===== src/sv/wavh_pkg.sv =====
// Shared types, constants and header lookup for the WAV header checker.
package wavh_pkg;

  // Parser phases
  localparam logic [1:0] PH_HEADER = 2'd0;
  localparam logic [1:0] PH_DATA   = 2'd1;
  localparam logic [1:0] PH_SKIP   = 2'd2;

  // Header byte positions
  localparam logic [5:0] POS_CHANNELS = 6'd22;
  localparam logic [5:0] POS_RATE_LO  = 6'd24;
  localparam logic [5:0] POS_RATE_HI  = 6'd25;
  localparam logic [5:0] POS_BITS     = 6'd34;
  localparam logic [5:0] POS_SIZE_B0  = 6'd40;
  localparam logic [5:0] POS_SIZE_B1  = 6'd41;
  localparam logic [5:0] POS_SIZE_B2  = 6'd42;
  localparam logic [5:0] POS_SIZE_B3  = 6'd43;
  localparam logic [5:0] HEADER_LAST  = 6'd43;

  // Header values the file must carry, and the reset value of the expected rate
  localparam logic [7:0]  WANT_CHANNELS = 8'd2;
  localparam logic [7:0]  WANT_BITS     = 8'd16;
  localparam logic [31:0] MIN_DATA_SIZE = 32'd468;
  localparam logic [15:0] RATE_RESET    = 16'd44100;

  // Result kinds
  localparam logic KIND_VERDICT = 1'b0;
  localparam logic KIND_SAMPLE  = 1'b1;

  // Configuration register index
  localparam logic REG_EXPECTED_RATE = 1'b0;

  typedef struct packed {
    logic        result_kind;
    logic        header_ok;
    logic [15:0] sample_rate;
    logic [31:0] data_size;
    logic [31:0] sample_word;
    logic        last_word;
  } result_t;

  // Flag a byte that differs from the fixed value at its header position
  function automatic logic fixed_mismatch(input logic [5:0] pos, input logic [7:0] b);
    logic m;
    case (pos)
      6'd8:    m = (b != 8'h57);  // 'W'
      6'd9:    m = (b != 8'h41);  // 'A'
      6'd10:   m = (b != 8'h56);  // 'V'
      6'd11:   m = (b != 8'h45);  // 'E'
      6'd20:   m = (b != 8'h01);  // PCM format code
      6'd36:   m = (b != 8'h64);  // 'd'
      6'd37:   m = (b != 8'h61);  // 'a'
      6'd38:   m = (b != 8'h74);  // 't'
      6'd39:   m = (b != 8'h61);  // 'a'
      default: m = 1'b0;
    endcase
    return m;
  endfunction

endpackage


===== src/sv/wav_header_check_and_sample_feed.sv =====
// Top level: WAV header checker and stereo sample feeder with APB rate register.
//
// Takes one file byte per clock on the input channel, checks the 44-byte WAV
// header and emits a verdict on header byte 43 (or a rejection on an early
// end of file); after a good header it packs each four data bytes into one
// stereo word, floor(data_size/4) words in all, the final one flagged. Each
// result is registered into the output register, or into the skid register
// while the output is held; a two-deep output register lets the input keep
// flowing while one result waits, so the rate is one byte per clock as long
// as results are taken. end_of_file re-arms for the next file.
// The expected sample rate is written over APB at address 0 (reset 44100).
module wav_header_check_and_sample_feed import wavh_pkg::*; (
  input  logic        clk,
  input  logic        rst,
  // APB configuration port
  input  logic        psel,
  input  logic        penable,
  input  logic        pwrite,
  input  logic [2:0]  paddr,
  input  logic [31:0] pwdata,
  output logic [31:0] prdata,
  output logic        pready,
  // Byte input channel
  input  logic        in_valid,
  output logic        in_stall,
  input  logic [7:0]  file_byte,
  input  logic        end_of_file,
  // Result channel
  output logic        out_valid,
  input  logic        out_stall,
  output logic        result_kind,
  output logic        header_ok,
  output logic [15:0] sample_rate,
  output logic [31:0] data_size,
  output logic [31:0] sample_word,
  output logic        last_word
);

  logic [15:0] expected_rate;
  logic        reg_index;
  logic        accept;
  logic        push;
  logic        full;
  result_t     push_data;
  result_t     out_data;

  // Decode the register index from the byte address
  assign reg_index = paddr[2];
  assign pready    = 1'b1;

  // Write the rate register
  always_ff @(posedge clk) begin
    if (rst) begin
      expected_rate <= RATE_RESET;
    end else if (psel && penable && pwrite && (reg_index == REG_EXPECTED_RATE)) begin
      expected_rate <= pwdata[15:0];
    end
  end

  // Read back the rate register
  always_comb begin
    prdata = '0;
    if (reg_index == REG_EXPECTED_RATE) prdata = {16'd0, expected_rate};
  end

  assign in_stall = full;
  assign accept   = in_valid && !full;

  wavh_parse u_parse (
    .clk           (clk),
    .rst           (rst),
    .accept        (accept),
    .file_byte     (file_byte),
    .end_of_file   (end_of_file),
    .expected_rate (expected_rate),
    .push          (push),
    .result        (push_data)
  );

  wavh_skid u_skid (
    .clk       (clk),
    .rst       (rst),
    .push      (accept && push),
    .push_data (push_data),
    .full      (full),
    .out_valid (out_valid),
    .out_stall (out_stall),
    .out_data  (out_data)
  );

  assign result_kind = out_data.result_kind;
  assign header_ok   = out_data.header_ok;
  assign sample_rate = out_data.sample_rate;
  assign data_size   = out_data.data_size;
  assign sample_word = out_data.sample_word;
  assign last_word   = out_data.last_word;

endmodule


===== src/sv/wavh_parse.sv =====
// Header parser and sample packer: captures, checks and word assembly per byte.
module wavh_parse import wavh_pkg::*; (
  input  logic        clk,
  input  logic        rst,
  input  logic        accept,
  input  logic [7:0]  file_byte,
  input  logic        end_of_file,
  input  logic [15:0] expected_rate,
  output logic        push,
  output result_t     result
);

  logic [1:0]  phase, phase_next;
  logic [5:0]  byte_position, byte_position_next;
  logic        header_failed, header_failed_next;
  logic [7:0]  channel_capture, channel_capture_next;
  logic [15:0] rate_capture, rate_capture_next;
  logic [7:0]  bits_capture, bits_capture_next;
  logic [31:0] size_capture, size_capture_next;
  logic [23:0] word_assembly, word_assembly_next;
  logic [1:0]  byte_lane, byte_lane_next;
  logic [29:0] words_left, words_left_next;
  logic        ok;

  // Compute the next state and the result for the byte at the input
  always_comb begin
    phase_next           = phase;
    byte_position_next   = byte_position;
    header_failed_next   = header_failed;
    channel_capture_next = channel_capture;
    rate_capture_next    = rate_capture;
    bits_capture_next    = bits_capture;
    size_capture_next    = size_capture;
    word_assembly_next   = word_assembly;
    byte_lane_next       = byte_lane;
    words_left_next      = words_left;
    push                 = 1'b0;
    ok                   = 1'b0;
    result               = '0;

    case (phase)
      PH_HEADER: begin
        if (fixed_mismatch(byte_position, file_byte)) header_failed_next = 1'b1;
        case (byte_position)
          POS_CHANNELS: channel_capture_next = file_byte;
          POS_RATE_LO:  rate_capture_next[7:0] = file_byte;
          POS_RATE_HI:  rate_capture_next[15:8] = file_byte;
          POS_BITS:     bits_capture_next = file_byte;
          POS_SIZE_B0:  size_capture_next[7:0] = size_capture[7:0] | file_byte;
          POS_SIZE_B1:  size_capture_next[15:8] = size_capture[15:8] | file_byte;
          POS_SIZE_B2:  size_capture_next[23:16] = size_capture[23:16] | file_byte;
          POS_SIZE_B3:  size_capture_next[31:24] = size_capture[31:24] | file_byte;
          default: ;
        endcase

        result.result_kind = KIND_VERDICT;
        result.sample_rate = rate_capture_next;
        result.data_size   = size_capture_next;

        if (byte_position >= HEADER_LAST) begin
          ok = !header_failed_next && (channel_capture_next == WANT_CHANNELS) &&
               (bits_capture_next == WANT_BITS) &&
               (rate_capture_next == expected_rate) &&
               (size_capture_next >= MIN_DATA_SIZE);
          push = 1'b1;
          result.header_ok = ok;
          if (ok) begin
            phase_next         = PH_DATA;
            words_left_next    = size_capture_next[31:2];
            word_assembly_next = '0;
            byte_lane_next     = '0;
          end else begin
            phase_next = PH_SKIP;
          end
        end else if (end_of_file) begin
          push = 1'b1;
        end else begin
          byte_position_next = byte_position + 6'd1;
        end
      end

      PH_DATA: begin
        case (byte_lane)
          2'd0: begin
            word_assembly_next[7:0] = file_byte;
            byte_lane_next = 2'd1;
          end
          2'd1: begin
            word_assembly_next[15:8] = file_byte;
            byte_lane_next = 2'd2;
          end
          2'd2: begin
            word_assembly_next[23:16] = file_byte;
            byte_lane_next = 2'd3;
          end
          default: begin
            // Complete the word and count it off
            words_left_next    = words_left - 30'd1;
            push               = 1'b1;
            result.result_kind = KIND_SAMPLE;
            result.sample_word = {file_byte, word_assembly};
            result.last_word   = (words_left_next == '0);
            word_assembly_next = '0;
            byte_lane_next     = '0;
            if (words_left_next == '0) phase_next = PH_SKIP;
          end
        endcase
      end

      // Skip phase and the unused code: drop the byte
      default: ;
    endcase

    // Re-arm for the next file
    if (end_of_file) begin
      phase_next           = PH_HEADER;
      byte_position_next   = '0;
      header_failed_next   = 1'b0;
      channel_capture_next = '0;
      rate_capture_next    = '0;
      bits_capture_next    = '0;
      size_capture_next    = '0;
      word_assembly_next   = '0;
      byte_lane_next       = '0;
      words_left_next      = '0;
    end
  end

  // Advance the parser state on each accepted byte
  always_ff @(posedge clk) begin
    if (rst) begin
      phase           <= PH_HEADER;
      byte_position   <= '0;
      header_failed   <= 1'b0;
      channel_capture <= '0;
      rate_capture    <= '0;
      bits_capture    <= '0;
      size_capture    <= '0;
      word_assembly   <= '0;
      byte_lane       <= '0;
      words_left      <= '0;
    end else if (accept) begin
      phase           <= phase_next;
      byte_position   <= byte_position_next;
      header_failed   <= header_failed_next;
      channel_capture <= channel_capture_next;
      rate_capture    <= rate_capture_next;
      bits_capture    <= bits_capture_next;
      size_capture    <= size_capture_next;
      word_assembly   <= word_assembly_next;
      byte_lane       <= byte_lane_next;
      words_left      <= words_left_next;
    end
  end

endmodule


===== src/sv/wavh_skid.sv =====
// Output register with a skid stage so input acceptance waits on out_stall only when the skid stage is full.
module wavh_skid import wavh_pkg::*; (
  input  logic    clk,
  input  logic    rst,
  input  logic    push,
  input  result_t push_data,
  output logic    full,
  output logic    out_valid,
  input  logic    out_stall,
  output result_t out_data
);

  result_t skid_data;
  logic    skid_valid;
  logic    pop;

  assign pop  = out_valid && !out_stall;
  assign full = skid_valid;

  // Hold control flags
  always_ff @(posedge clk) begin
    if (rst) begin
      out_valid  <= 1'b0;
      skid_valid <= 1'b0;
    end else if (skid_valid) begin
      if (pop) skid_valid <= 1'b0;
    end else if (push) begin
      if (out_valid && !pop) skid_valid <= 1'b1;
      out_valid <= 1'b1;
    end else if (pop) begin
      out_valid <= 1'b0;
    end
  end

  // Move payload: skid drains first, else new transaction fills the free slot
  always_ff @(posedge clk) begin
    if (skid_valid) begin
      if (pop) out_data <= skid_data;
    end else if (push) begin
      if (!out_valid || pop) out_data <= push_data;
      else skid_data <= push_data;
    end
  end

endmodule

===== config.mk =====
export PLATFORM = sky130hd
export DESIGN_NAME = wav_header_check_and_sample_feed
export DESIGN_NICKNAME = d
export VERILOG_FILES = /design/src/sv/wavh_pkg.sv /design/src/sv/wav_header_check_and_sample_feed.sv /design/src/sv/wavh_parse.sv /design/src/sv/wavh_skid.sv
export SDC_FILE = /design/constraint.sdc
export NUM_CORES = 1
export LEC_CHECK = 0
export ABC_AREA = 1
export BUFFER_PORTS_ARGS = -buffer_cell sky130_fd_sc_hd__buf_2
export CORE_ASPECT_RATIO = 0.9
export CORE_MARGIN = 2
export CORE_UTILIZATION = 59
export DETAILED_ROUTE_END_ITERATION = 10
export GPL_TIMING_DRIVEN = 1
export MAX_ROUTING_LAYER = met4
export PLACE_DENSITY = 0.81
export SYNTH_ARGS = -nofsm -noshare
export SYNTH_HDL_FRONTEND = slang
export SYNTH_HIERARCHICAL = 1
export SYNTH_SLANG_ARGS = --single-unit

===== constraint.sdc =====
create_clock -name clk -period 8.7 [get_ports clk]
set_input_delay 0.87 -clock clk [delete_from_list [all_inputs] [get_ports clk]]
set_output_delay 0.87 -clock clk [all_outputs]
set_load 0.02 [all_outputs]

==> results of run 1 <==
-- report_power, final --
part | internal [mW] | switching, mW | total (mW)
Combinational | 0.106 | 0.268 | 0.374
Clock | 0.835 | 0.567 | 1.40
Sequential | 1.59 | 0.0234 | 1.61
-- worst max-delay path, stage by stage, from the launching register on --
cell      delay, ns
dfxtp_1        0.33
inv_1          0.12
ha_1           0.33
nand3_2        0.17
nor2_1         0.47
a21oi_1        0.41
nand2_1        0.17
nand2_1        0.06
nand2_1        0.06
nand2_1        0.08
nand3_1        0.15
nand3_1        0.13
o21bai_2       0.99
nand2_1        0.17
buf_4          0.31
inv_2          0.46
nor2_1         0.13
nor2_1         0.15
-- layout make-up --
cell class / instances / area, µm²
timing repair buffer: 146 / 763
fill: 2142 / 8700
inverter: 196 / 737
clock inverter: 13 / 160
clock buffer: 45 / 932
sequential: 313 / 7930
multi-input combinational: 1402 / 6200
tap: 348 / 435
-- kinds of logic (layout without fill, tap and decap cells) --
| group | count (synthesis) | after routing | synth area share [%] |
|---|---|---|---|
| adder cells (fa/ha/maj) | 10 | 10 | 0.814 |
| flip-flops | 313 | 313 | 51.6 |
| buffers and inverters | 293 | 400 | 8.52 |
| XOR/XNOR | 23 | 23 | 1.31 |
| AND/OR/NAND/NOR | 1143 | 1143 | 30.3 |
| AO/OA/AOI/OAI | 209 | 209 | 7.39 |
| other | 2 | 17 | 0.0489 |
-- sequential cells by signal, indices dropped and copies added, names as in the netlist --
name,count
expected_rate,16
u_parse/bits_capture,8
u_parse/byte_lane,2
u_parse/byte_position,6
u_parse/channel_capture,8
u_parse/header_failed,1
u_parse/phase,2
u_parse/rate_capture,16
u_parse/size_capture,32
u_parse/word_assembly,24
u_parse/words_left,30
u_skid/full,1
u_skid/out_data,83
u_skid/out_valid,1
u_skid/skid_data,83
-- metrics by stage --
step / instance area, µm² / instances
after floorplan: 15400 / 2008
after global placement: 16100 / 2405
after detailed placement: 16100 / 2405
after CTS: 17200 / 2463
after global routing: 17200 / 2463
final: 17200 / 2463
-- per-layer routing --
| metal | track usage (%) | up-vias | routed length [µm] |
|---|---|---|---|
| li1 | - | 6532 | - |
| met1 | 40.1 | 6162 | 17300 |
| met2 | 45.4 | 602 | 17300 |
| met3 | 4.93 | 79 | 3720 |
| met4 | 8.64 | 0 | 1090 |
| met5 | - | - | 0 |
-- worst min path at each step --
stage                                              endpoint                                    start  depth (start not counted)  slack, ns
floorplan             u_parse/size_capture[26]$_SDFFE_PP0P_    u_parse/size_capture[26]$_SDFFE_PP0P_                          2       0.43
global route        u_parse/channel_capture[5]$_SDFFE_PP0P_  u_parse/channel_capture[5]$_SDFFE_PP0P_                          2       0.50
CTS                    u_parse/size_capture[4]$_SDFFE_PP0P_     u_parse/size_capture[4]$_SDFFE_PP0P_                          2       0.46
detailed placement     u_parse/size_capture[4]$_SDFFE_PP0P_     u_parse/size_capture[4]$_SDFFE_PP0P_                          2       0.45
finish                 u_parse/size_capture[4]$_SDFFE_PP0P_     u_parse/size_capture[4]$_SDFFE_PP0P_                          2       0.46
global placement      u_parse/size_capture[30]$_SDFFE_PP0P_    u_parse/size_capture[30]$_SDFFE_PP0P_                          2       0.45
-- cell usage in the layout, fill, tap and decap left out, drive strengths merged, types with 9 or more instances in the layout --
cell and n:
nand4 34, inv 193, nand2 641, xor2 14
o22ai 21, xnor2 9, nor2 366, clkinv 12
edfxtp 166, dfxtp 147, nand3 75, a21oi 68
conb 17, buf 146, clkbuf 45, a211oi 14
ha 10, o21ai 96
==> impl_metrics.yaml, run 1 <==
global_route:
  grt_max_degree: 84
  grt_pass1_wl_um: 62400
  grt_usage_pct: 29.4
  grt_overflow_total: 0
  grt_pass1_vias: 12100
  grt_antenna_before_repair: 1
die:
  coreArea_um2: 25900
  start_util_pct: 59.5
  die_area_um2: 27400
  die-height_um: 157
  pin_count: 169
  dieWidth_um: 174
  row_count: 56
setup_path:
  reg2reg_from: "u_parse/byte_position[0]$_SDFFE_PP0P_"
  cp.arrival_ns: 5.31
  endpoint_kind: "flop"
  worstPathMaxFanout: 31
  timing.rr.end: "u_parse/words_left[14]$_SDFFE_PP0P_"
  r2r_setup_slack_ns: 3.90
  cp-endpoint: "u_parse/words_left[14]$_SDFFE_PP0P_"
  crit_type: "flop to flop"
  ff2ff_path_depth: 17
  cp-startpoint: "u_parse/byte_position[0]$_SDFFE_PP0P_"
  critPathLaunchType: "flop"
  required_ns: 9.21
clocking:
  htreeDepth: 1
  clock_sinks: 313
  cts_buffer_depth: 3
  cts.clk_slew.worst_paths_ns: 0.06
  insertion_delay_ns: 0.58
  cts_tree: "built"
  cts_made_buffers: 31
  post_cts_resize_count: 0
  ctsHoldBuffers: 0
  cts_root_buf: "clkbuf_16"
  cts_setup_buffers: 0
final_layout:
  fin_util_pct: 66.4
  syn_to_final_growth_pct: 11.6
  nets: 2151
  drive_gt1_share_pct: 11.2
  diodes: 0
yosys:
  yosysWarnings: 6
  synthFlopType: "edfxtp_1"
  synth_cell_types: 41
  synth-edff-count: 166
  syn_area_um2: 15400
  synth_area_per_cell_um2: 7.71
  synth_seq_area_share_pct: 51.6
  yosys.area.top_type: "edfxtp_1"
  synth_area_leaders: "edfxtp_1 32%, dfxtp_1 19%, nand2_1 16%"
  netlist.area_leader.share_pct: 32.4
  yosysMostFrequentCell: "nand2_1"
  synthTopCellsByCount: "636 x nand2_1, 358 x nor2_1, 186 x inv_1"
  synth-async-reset-ratio_pct: 0
  yosys_register_bits: 313
  synth_cells: 1993
route:
  dr.first_iter.drc_count: 1310
  vias: 13400
  totalWireLength_um: 39500
  ant_nets: 0
  drc: 0
  wl_per_cell_um: 16.0
  routed_via_density: 5.43
  drt-pass1-iter-count: 6
sta:
  post-route-period-util_pct: 55.2
  tns_ns: 0
  hold_viol_final: 0
  slew_violations: 0
  post-route-min-period_ns: 4.80
  setup_viol: 0
  relSlewSlack_pct: 16.5
  finalWorstSetupSlack_ns: 3.90
  rsz0062_at_grt: "false"
  tightest_slew_ns: 1.25
  fin_skew_ns: 0.0126
  whs_ns: 0.464
  max_freq_mhz: 208
place:
  pre_cts_ws_ns: 4.09
  gp_congestion: 0.931
  io_buffers: 133
  place_hpwl_um: 27000
pwr:
  p_total_mw: 3.39
  peakVddDrop_uv: 131
  leakagePower_nw: 7.56
  powerDensity_nw_per_um2: 197
status:
  status: "finished, final reports clean"
job:
  max_cap_violations: 0
min_path:
  hp-class: "flop to flop"
(Power assumes the default switching activity.)
==> run 2: changes to the inputs <==
==> constraint.sdc (replaced) <==
create_clock -name clk -period 4.7 [get_ports clk]
set_input_delay 0.47 -clock clk [delete_from_list [all_inputs] [get_ports clk]]
set_output_delay 0.47 -clock clk [all_outputs]
set_load 0.02 [all_outputs]
==> run 2 against run 1 <==
Net effect:
- sequential cell count is the same
- via count up 0.13%
- total power grew 88%
==> impl_metrics.yaml, run 2 (same netlist as run 1, synthesis figures left out) <==
status:
  status: "finished, final reports clean"
pwr:
  peakVddDrop_uv: 269
  leakagePower_nw: 7.57
  powerDensity_nw_per_um2: 368
place:
  place_hpwl_um: 27300
  gp_congestion: 1.00
  io_buffers: 133
  pre_cts_ws_ns: 0.780
  placed_cells: 2412
sta:
  fin_skew_ns: 0.0235
  post-route-min-period_ns: 4.03
  tightest_slew_ns: 0.897
  finalWorstSetupSlack_ns: 0.665
  rsz0062_at_grt: "false"
  slew_violations: 0
  max_freq_mhz: 248
  relSlewSlack_pct: 40.2
  hold_viol_final: 0
  setup_viol: 0
  post-route-period-util_pct: 85.8
  tns_ns: 0
die:
  pin_count: 169
  row_count: 56
  dieWidth_um: 174
  die_area_um2: 27400
  coreArea_um2: 25900
  start_util_pct: 59.5
  die-height_um: 157
final_layout:
  final_cell_mix: "636 x nand2_1, 358 x nor2_1, 184 x inv_1"
  final_cells: 2479
  nets: 2161
  fillers: 2115
  reg_top3: "u_skid/out_data: 83 flops, u_skid/skid_data: 83 flops, u_parse/size_capture: 32 flops"
  final_common_cell: "nand2_1"
  drive_gt1_share_pct: 11.4
  syn_to_final_growth_pct: 12.4
setup_path:
  worstPathMaxFanout: 55
  worstPathCellList: "inv_2 > nor2_2 > nand3_1 > o21ai_0 > nor2_1 > o21ai_0 > nor3b_1 > nand2_1 > a21oi_4 > buf_12"
  crit_type: "flop to flop"
  slowest_stage: "a21oi_4"
  critPathBufInv: 2
  slowest_delay_ns: 0.54
  critPathLaunchType: "flop"
  required_ns: 4.89
  cp-startpoint: "u_parse/byte_position[3]$_SDFFE_PP0P_"
  cpMostUsedCell: "o21ai_0"
  cp.arrival_ns: 4.22
  endpoint_kind: "flop"
  reg2reg_from: "u_parse/byte_position[3]$_SDFFE_PP0P_"
  cpLargestDelayFamily: "simple AND/OR/NAND/NOR gates"
route:
  wl_per_cell_um: 15.8
  drc: 0
  ant_nets: 0
  drt-pass1-iter-count: 8
  dr.first_iter.drc_count: 1429
  vias: 13400
  routed_via_density: 5.40
  totalWireLength_um: 39200
global_route:
  grt_overflow_total: 0
  grt_pass1_wl_um: 61700
  grt_pass1_vias: 12100
  grt_usage_pct: 29.2
  grt_max_degree: 84
  grt_antenna_before_repair: 4
clocking:
  cts.clk_slew.worst_paths_ns: 0.06
  cts_tree: "built"
  cts_root_buf: "clkbuf_16"
  cts_buffer_depth: 3
  ctsHoldBuffers: 0
  post_cts_resize_count: 0
  clock_sinks: 313
  htreeDepth: 2
  cts_setup_buffers: 0
  insertion_delay_ns: 0.53
  cts_made_buffers: 34
min_path:
  hold_start: "pwdata[15]"
  hp-class: "primary input to flop"
job:
  max_cap_violations: 0
[run 2: cell types whose count changed in the layout (fill, tap and decap cells not counted), sizes merged]
cell    delta
clkbuf     +2
inv        +2
diode      +5
buf        +7
[run 2: metal layers]
metal  vias up  track usage, %  routed length [µm]
met3        78            6.21                3670
met4         0            8.44                 733
met5         -               -                   0
met2       556            45.6               17800
met1      6210            38.7               17000
li1       6549               -                   -
[run 2: layout make-up]
class                      count  area, µm²  area share (%)
sequential                   313       7930            45.9
multi-input combinational   1402       6200            35.9
clock buffer                  47        941            5.45
timing repair buffer         153        853            4.94
inverter                     196        737            4.27
tap                          348        435            2.52
clock inverter                15        169           0.978
antenna                        5       12.5          0.0724
[run 2: path summary, 6_finish.rpt]
| check | end | slack, ns | depth (start not counted) |
|---|---|---|---|
| max reg2reg | u_skid/out_data[44]$_DFFE_PP_ | 0.67 | 10 |
| min | expected_rate[15]$_SDFFE_PP1P_ | 0.15 | 3 |
| max | u_skid/out_data[44]$_DFFE_PP_ | 0.67 | 10 |
| min reg2reg | u_parse/size_capture[26]$_SDFFE_PP0P_ | 0.46 | 2 |
[run 2: worst min-delay path: cells and delay by family]
family / cells / cell delay [ns]
simple gates: 2 / 0.10
buf+inv: 1 / 0.07
[run 2: report_power, final]
group / internal, mW / total, mW / switching, mW
clock network: 1.58 / 2.67 / 1.09
registers: 2.94 / 2.99 / 0.0449
logic: 0.202 / 0.697 / 0.496
[run 2: per-stage QoR]
stage / utilization (%) / power (mW) / hold WS, ns / instance area, µm²
finish: 66.8 / 6.36 / 0.150 / 17300
global route: 66.8 / 6.57 / 0.160 / 17300
CTS: 66.8 / 6.37 / 0.140 / 17300
detailed placement: 62.5 / 3.73 / 0.452 / 16200
global placement: 62.5 / 3.72 / 0.446 / 16200
floorplan: - / 3.55 / 0.429 / 15400
==> run 3: changes to the inputs <==
--- a/config.mk
+++ b/config.mk
@@ -5,7 +5,6 @@
 export SDC_FILE = /design/constraint.sdc
 export NUM_CORES = 1
 export LEC_CHECK = 0
-export ABC_AREA = 1
 export BUFFER_PORTS_ARGS = -buffer_cell sky130_fd_sc_hd__buf_2
 export CORE_ASPECT_RATIO = 0.9
 export CORE_MARGIN = 2
==> run 3 against run 2 <==
Net effect:
- utilization rose by 0.38 points
- hold slack got worse by 0.0063 ns
- cell count decreased by 24%
- setup slack lost 0.33 ns
- largest cell class unchanged
- highest routed layer unchanged
==> impl_metrics.yaml, run 3 <==
status:
  status: "finished, final reports clean"
yosys:
  synth_area_leaders: "edfxtp_1 33%, dfxtp_1 19%, nor2_1 5.0%"
  synth_xor_xnor_area_share_pct: 1.97
  synth_fa_ha_area_share_pct: 0.828
  syn_area_um2: 15100
  yosys.area.top_type: "edfxtp_1"
  synth-async-reset-ratio_pct: 0
  synth_compound_area_share_pct: 10.9
  yosys-mux-area-fraction_pct: 10.8
  yosysWarnings: 6
  synthTopCellsByCount: "202 x nor2_1, 166 x edfxtp_1, 147 x dfxtp_1"
  synth_top_family_by_area: "simple AND/OR/NAND/NOR gates"
  yosys.area_share.simple_pct: 18.2
  yosysMostFrequentCell: "nor2_1"
  synth-edff-count: 166
  synth_cell_types: 79
  synth_seq_area_share_pct: 52.4
  netlist.area_leader.share_pct: 33.0
  yosys_register_bits: 313
  synthFlopType: "edfxtp_1"
  synth_area_per_cell_um2: 10.5
  synth_cells: 1438
route:
  drc: 0
  ant_nets: 0
  routed.top_layer: "met4"
  dr.first_iter.drc_count: 1270
  totalWireLength_um: 36800
  wl_per_cell_um: 19.6
  dr_wl_met3_um: 3500
  drt-pass1-iter-count: 6
  route.met2.wl_um: 16300
  vias: 11500
  drt-met1-wl_um: 15900
  routed_via_density: 6.14
global_route:
  grt_overflow_total: 0
  grt_usage_pct: 27.3
  grt_pass1_vias: 10500
  grt_max_degree: 84
  grt_pass1_wl_um: 57700
  grt_antenna_before_repair: 0
final_layout:
  fillers: 1903
  final_cell_mix: "199 x nor2_1, 166 x edfxtp_1, 146 x dfxtp_1"
  multiInputGateArea_um2: 6540
  drive_gt1_share_pct: 20.1
  nets: 1571
  final_common_cell: "nor2_1"
  syn_to_final_growth_pct: 11.9
  seq_area_um2: 7930
  diodes: 0
  reg_top3: "u_skid/out_data: 83 flops, u_skid/skid_data: 83 flops, u_parse/size_capture: 32 flops"
setup_path:
  critPathBufInv: 1
  crit_type: "flop to flop"
  cp.depth: 11
  worstPathCellList: "inv_1 > ha_1 > nor2b_1 > nand2_1 > or4_1 > a22oi_1 > nand4bb_1 > o41ai_4 > nand3b_1 > nor2_4 > mux2i_1"
  worstPathMaxFanout: 11
  ff2ff_path_depth: 11
  critPathLaunchType: "flop"
  required_ns: 5.20
  cpLargestDelayFamily: "simple AND/OR/NAND/NOR gates"
  slowest_stage: "nor2b_1"
  slowest_delay_ns: 0.63
  cp.arrival_ns: 4.86
  endpoint_kind: "flop"
pwr:
  leakagePower_nw: 6.57
  p_total_mw: 5.86
  peakVddDrop_uv: 291
  powerDensity_nw_per_um2: 346
die:
  pin_count: 169
  dieWidth_um: 173
  row_count: 55
  die-height_um: 156
  die_area_um2: 26900
  start_util_pct: 60.0
  coreArea_um2: 25200
sta:
  relSlewSlack_pct: 14.8
  tns_ns: 0
  fin_skew_ns: 0.0167
  tightest_slew_ns: 1.28
  post-route-period-util_pct: 92.8
  finalWorstSetupSlack_ns: 0.339
  max_freq_mhz: 229
  hold_viol_final: 0
  rsz0062_at_grt: "false"
  slew_violations: 0
  post-route-min-period_ns: 4.36
  setup_viol: 0
clocking:
  cts.clk_slew.worst_paths_ns: 0.07
  htreeDepth: 1
  cts_root_buf: "clkbuf_16"
  cts_tree: "built"
  insertion_delay_ns: 0.58
  cts_buffer_depth: 3
  ctsHoldBuffers: 0
  cts_setup_buffers: 0
  post_cts_resize_count: 0
  clock_sinks: 313
  cts_made_buffers: 31
min_path:
  holdPathStages: 3
  hp-class: "primary input to flop"
place:
  io_buffers: 133
  pre_cts_ws_ns: 0.534
  place_hpwl_um: 23900
  gp_congestion: 0.944
job:
  max_cap_violations: 0
run 3: cell count changes after synthesis, sizes merged, moves of 33 or more:
cell / delta
a22oi: +33
a31oi: +36
clkbuf: +36
inv: -167
mux2: +84
mux2i: +58
nand2: -585
nand2b: +55
nand3: -35
nor2: -162
o21ai: -75
run 3: layout make-up:
type	instances	share of cell area, %
Multi-Input combinational cell	986	38.7
Inverter	26	0.577
Tap cell	342	2.53
Clock inverter	14	1.20
Timing Repair Buffer	152	5.01
Clock buffer	44	5.17
Sequential cell	313	46.9
run 3: per-layer routing:
metal	vias to the layer above	track usage [%]
met4	0	9.24
met1	5524	38.3
li1	5304	-
met3	88	4.97
met5	-	-
met2	603	40.3
run 3: kinds of logic after synthesis:
family	Yosys count
XOR/XNOR	34
AND/OR/NAND/NOR	536
other	2
multiplexers	142
adder cells (fa/ha/maj)	10
flip-flops	313
buffers and inverters	154
AO/OA/AOI/OAI	247
run 3: worst min-delay path: cells and delay by family:
kind	cells	cell delay, ns
buffers and inverters	1	0.09
muxes	1	0.06
and+or+nand+nor	1	0.05
run 3: report_power, final:
group          internal [mW]  leakage [nW]  switching (mW)  total [mW]
sequential              2.91          2.83          0.0200        2.93
clock                   1.53         0.524            1.06        2.59
combinational         0.0964          3.22           0.243       0.339
total                   4.53          6.57            1.33        5.86
run 3: final timing paths:
check,from,endpoint,slack [ns]
min reg2reg,u_parse/word_assembly[8]$_SDFFE_PP0P_,u_parse/word_assembly[8]$_SDFFE_PP0P_,0.47
max reg2reg,u_parse/byte_position[0]$_SDFFE_PP0P_,u_parse/word_assembly[20]$_SDFFE_PP0P_,0.34
max,u_parse/byte_position[0]$_SDFFE_PP0P_,u_parse/word_assembly[20]$_SDFFE_PP0P_,0.34
min,pwdata[9],expected_rate[9]$_SDFFE_PP0P_,0.14
run 3: through the flow:
stage,utilization (%),hold WS (ns),area (µm²),std cells
global placement,62.9,0.447,15800,1819
floorplan,-,0.437,15200,1453
CTS,67.2,0.135,16900,1877
global route,67.2,0.138,16900,1877
detailed placement,62.9,0.459,15800,1819
finish,67.2,0.144,16900,1877
